File: config.mk
export PLATFORM = sky130hd
export DESIGN_NAME = dictcodec_ctrl
export DESIGN_NICKNAME = d
export VERILOG_FILES = /design/src/sv/dictcodec_pkg.sv /design/src/sv/dictcodec_ctrl.sv
export SDC_FILE = /design/constraint.sdc
export NUM_CORES = 1
export LEC_CHECK = 0
export BUFFER_PORTS_ARGS = -buffer_cell sky130_fd_sc_hd__buf_4
export CAP_MARGIN = 25
export CORE_AREA = 5 5 42 44
export DETAILED_ROUTE_END_ITERATION = 10
export DIE_AREA = 0 0 47 49
export PLACE_DENSITY = 0.4
export SLEW_MARGIN = 15
export SYNTH_ARGS = -nofsm -noshare
export SYNTH_HDL_FRONTEND = slang
export SYNTH_SLANG_ARGS = --single-unit
File: constraint.sdc
create_clock -name clk -period 1 [get_ports clk]
set_input_delay 0.15 -clock clk [delete_from_list [all_inputs] [get_ports clk]]
set_output_delay 0.15 -clock clk [all_outputs]
set_load 0.005 [all_outputs]
File: src/sv/dictcodec_pkg.sv
// Shared types, sizes and status codes for the dictionary encoder/decoder.
package dictcodec_pkg;

    // Table geometry
    localparam int DICT_DEPTH = 1024;
    localparam int IDX_W      = $clog2(DICT_DEPTH);
    localparam int CNT_W      = $clog2(DICT_DEPTH + 1);
    localparam int DATA_W     = 32;
    localparam int STAT_W     = 3;

    // Operation codes
    localparam logic OP_ENCODE = 1'b0;
    localparam logic OP_DECODE = 1'b1;

    // Result status codes
    localparam logic [STAT_W-1:0] ST_FOUND    = 3'd0;
    localparam logic [STAT_W-1:0] ST_ADDED    = 3'd1;
    localparam logic [STAT_W-1:0] ST_FULL     = 3'd2;
    localparam logic [STAT_W-1:0] ST_DEC_HIT  = 3'd3;
    localparam logic [STAT_W-1:0] ST_DEC_MISS = 3'd4;

    // Input word
    typedef struct packed {
        logic              op;
        logic [DATA_W-1:0] value;
        logic [DATA_W-1:0] code;
    } in_word_t;

    // Result word
    typedef struct packed {
        logic [DATA_W-1:0] result;
        logic [STAT_W-1:0] status;
    } out_word_t;

    // Controller to datapath
    typedef struct packed {
        logic              load_item;
        logic              clr_scan;
        logic              scan_rd;
        logic              dec_rd;
        logic              add_entry;
        logic              out_set;
        logic [STAT_W-1:0] out_sel;
    } dp_cmd_t;

    // Datapath to controller
    typedef struct packed {
        logic is_dec;
        logic dec_hit;
        logic match;
        logic scan_done;
        logic full;
        logic out_free;
    } dp_sts_t;

endpackage

File: src/sv/dictcodec_ctrl.sv
// Controller state machine sequencing encode scans and decode lookups.
module dictcodec_ctrl (
    input  logic                   clk,
    input  logic                   rst_n,
    input  logic                   item_valid,
    output logic                   item_ready,
    input  dictcodec_pkg::dp_sts_t sts,
    output dictcodec_pkg::dp_cmd_t cmd
);
    import dictcodec_pkg::*;

    localparam logic [1:0] S_IDLE = 2'd0;
    localparam logic [1:0] S_EVAL = 2'd1;
    localparam logic [1:0] S_SCAN = 2'd2;
    localparam logic [1:0] S_DEC  = 2'd3;

    logic [1:0] state_reg;
    logic [1:0] state_next;

    // State register
    always_ff @(posedge clk or negedge rst_n)
    begin
        if (!rst_n)
        begin
            state_reg <= S_IDLE;
        end
        else
        begin
            state_reg <= state_next;
        end
    end

    assign item_ready = (state_reg == S_IDLE);

    // Next state and commands
    always_comb
    begin
        cmd        = '0;
        state_next = state_reg;
        case (state_reg)
            S_IDLE:
            begin
                if (item_valid)
                begin
                    cmd.load_item = 1'b1;
                    state_next    = S_EVAL;
                end
            end
            S_EVAL:
            begin
                if (sts.is_dec)
                begin
                    if (sts.dec_hit)
                    begin
                        cmd.dec_rd = 1'b1;
                        state_next = S_DEC;
                    end
                    else if (sts.out_free)
                    begin
                        cmd.out_set = 1'b1;
                        cmd.out_sel = ST_DEC_MISS;
                        state_next  = S_IDLE;
                    end
                end
                else
                begin
                    cmd.clr_scan = 1'b1;
                    state_next   = S_SCAN;
                end
            end
            S_SCAN:
            begin
                if (sts.match)
                begin
                    // hold the scan until the output register frees up
                    if (sts.out_free)
                    begin
                        cmd.out_set = 1'b1;
                        cmd.out_sel = ST_FOUND;
                        state_next  = S_IDLE;
                    end
                end
                else if (sts.scan_done)
                begin
                    if (sts.out_free)
                    begin
                        cmd.out_set   = 1'b1;
                        cmd.out_sel   = sts.full ? ST_FULL : ST_ADDED;
                        cmd.add_entry = !sts.full;
                        state_next    = S_IDLE;
                    end
                end
                else
                begin
                    cmd.scan_rd = 1'b1;
                end
            end
            S_DEC:
            begin
                if (sts.out_free)
                begin
                    cmd.out_set = 1'b1;
                    cmd.out_sel = ST_DEC_HIT;
                    state_next  = S_IDLE;
                end
            end
            default:
            begin
                state_next = S_IDLE;
            end
        endcase
    end

endmodule

==> flow_metrics.py <==
metrics = {
    "status": {
        "status": "finished with violations",
        "violations": "setup timing",
    },
    "sta": {
        "min_period_ns": 1.29,
        "timing.hold.ws_ns": 0.158,
        "max_freq_mhz": 774,
        "drv_slew": 0,
        "skew_ns": 0.0108,
        "slew_headroom": 0.818,
        "finalHoldViolCount": 0,
        "setup_ws_ns": -0.291,
        "worst_pin_slew_ns": 0.272,
        "setup_tns_ns": -2.68,
        "finalSetupViolCount": 11,
        "timing.final.crit_share": 1.29,
        "rsz0062_at_grt": "true",
    },
    "synthesis": {
        "synth_fp_nets": 37,
        "synth_mux_area_frac": 0,
        "synth_top_area_share": 0.235,
        "synth-simple-area-share": 0.506,
        "ys_types": 18,
        "synth-edff-count": 0,
        "yosysTopAreaCell": "dfrtp_1",
        "synth-async-reset-ratio": 1.00,
        "ys_ff_latch": 2,
        "synth_xor_area_frac": 0,
        "synth.most_common_cell": "nor2_1",
        "syn-instance-count": 28,
        "synth_top_family_by_area": "simple AND/OR/NAND/NOR gates",
        "synthAdderAreaFrac": 0,
        "synth_compound_area_frac": 0.224,
        "avgSynthCellArea_um2": 7.60,
        "ys.flop_type": "dfrtp_1",
        "seq_area_frac_synth": 0.235,
        "syn_area_um2": 213,
        "yosys_warnings": 0,
        "netlist_top_cells_area": "dfrtp_1 24%, nor2_1 11%, nor4b_2 7.1%",
    },
    "final_layout": {
        "syn_to_final_growth_pct": 126,
        "largest_register_ffs": 2,
        "final_area_um2": 480,
        "final_cell_count_no_fill": 70,
        "diodes": 0,
        "final_core_util": 0.343,
        "layout-drive-gt1-share": 0.685,
        "nets": 64,
    },
    "cts": {
        "cts_buffers": 3,
        "insertion_delay_ns": 0.24,
        "clockBufferDepth": 2,
        "cts_root_buffer": "clkbuf_4",
        "tritoncts": "built",
        "clk_pin_slew_ns": 0.04,
        "htree_num_levels": 1,
        "post_cts_buffers": 0,
        "cts.sinks": 2,
    },
    "routing": {
        "drt_iter0_drc": 10,
        "antenna_left": 0,
        "finalWirelength_um": 772,
        "detail_route.first_pass.iterations": 2,
        "viasPerCell": 4.16,
        "drc": 0,
        "wl_per_cell_um": 11.0,
        "num_vias": 291,
    },
    "placed_design": {
        "routabilityCongestion": 0.705,
        "place_inst": 65,
        "port_buffers": 18,
        "postPlaceCellArea_um2": 397,
    },
    "worst_setup_path": {
        "r2r_slack_ns": -0.11,
        "crit_end": "cmd[5]",
        "r2r_cells": 3,
        "path_class": "reg -> out",
        "cp_max_fo": 8,
        "start_kind": "flop",
        "critPathLaunch": "state_reg[0]$_DFFE_PN0P_",
        "end_kind": "output pin",
        "cp.required_ns": 0.85,
        "reg2reg_from": "state_reg[0]$_DFFE_PN0P_",
        "timing.rr.end": "state_reg[0]$_DFFE_PN0P_",
        "arrival_ns": 1.14,
    },
    "die": {
        "chipWidth_um": 47,
        "start_util": 0.152,
        "ioPinCount": 19,
        "die-area_um2": 2300,
        "die-height_um": 49,
        "num_rows": 14,
        "core_area_um2": 1400,
    },
    "grt": {
        "gr-usage-all-layers": 0.0761,
        "antenna_found_initial": 0,
        "grt_pass1_vias": 323,
        "grt_pass1_wl_um": 1190,
        "grt_max_degree": 9,
        "overflow": 0,
    },
    "power": {
        "vdd_drop_max_v": 0.000796,
        "p_leak_nw": 0.223,
        "p_per_area_nw_per_um2": 2050,
    },
    "flow_run": {
        "maxCapViolations": 0,
    },
    "hold_path": {
        "hold_class": "in -> reg",
        "min_from": "sts[0]",
    },
}
## cells by family after synthesis
kind of cell,count (synthesis)
simple gates,17
compound gates,7
flops,2
buf+inv,2
## worst max-delay path, stage by stage (launching register included)
cell and delay [ns]:
dfrtp_2 0.43, nor2b_4 0.20, and3_4 0.20, buf_6 0.09
## layer usage
layer / track usage / up-vias / part of all wire
li1: - / 150 / -
met1: 0.0681 / 128 / 0.38
met2: 0.118 / 13 / 0.54
met3: 0.0258 / 0 / 0.084
met4: 0.0829 / 0 / 0
met5: 0 / - / 0
## power by group
| part | switching, mW | internal (mW) | total (mW) |
|---|---|---|---|
| combinational | 0.200 | 0.361 | 0.561 |
| sequential | 0.0886 | 0.128 | 0.216 |
| clock | 0.0603 | 0.149 | 0.209 |
| total | 0.349 | 0.638 | 0.987 |
## how the worst min path moves through the flow
stage / endpoint / cells past startpoint
after floorplan: state_reg[0]$_DFFE_PN0P_ / 0
after global placement: state_reg[0]$_DFFE_PN0P_ / 1
after detailed placement: state_reg[0]$_DFFE_PN0P_ / 1
after CTS: state_reg[1]$_DFFE_PN0P_ / 2
after global routing: state_reg[1]$_DFFE_PN0P_ / 2
final: state_reg[1]$_DFFE_PN0P_ / 2
## stage by stage
stage | setup WS [ns] | power (mW)
2_1_floorplan | -0.0460 | 0.427
3_3_place_gp | -0.146 | 0.704
3_5_place_dp | -0.124 | 0.695
4_1_cts | -0.303 | 0.977
5_1_grt | -0.373 | 1.08
6_report | -0.291 | 0.987
## layout make-up
type | count | area, um2
Multi-Input combinational cell | 24 | 191
Clock buffer | 4 | 26.3
Fill cell | 164 | 921
Timing Repair Buffer | 22 | 183
Inverter | 2 | 7.51
Tap cell | 16 | 20.0
Sequential cell | 2 | 52.6
## placed cells by master (no fill, tap or decap)
master         synthesis  final
nor2b_1                2      1
nor2_2                 0      1
and3_4                 1      2
nor2b_4                0      2
a21oi_1                1      1
buf_4                  0     17
o211ai_1               1      1
clkbuf_1               0      1
and2_4                 1      1
nor2_1                 6      4
nor2_4                 0      1
a31oi_1                1      1
dfrtp_2                0      2
o21ba_2                1      1
nor4_2                 0      1
buf_6                  0      4
nor4b_2                1      1
inv_1                  2      2
a211o_1                1      1
dlygate4sd3_1          0      1
o21ai_0                2      1
o21ai_1                0      1
nand2b_1               2      2
nand2_2                0      1
clkbuf_4               0      3
## what timing repair did
action | in CTS | in global routing
endpoints found under the setup margin | 11 | 12
pin swaps | 3 | 2
endpoints found under the hold margin | 2 | 0
hold buffers | 1 | 0
gates resized for setup | 10 | 3
(Power assumes the default switching activity.)
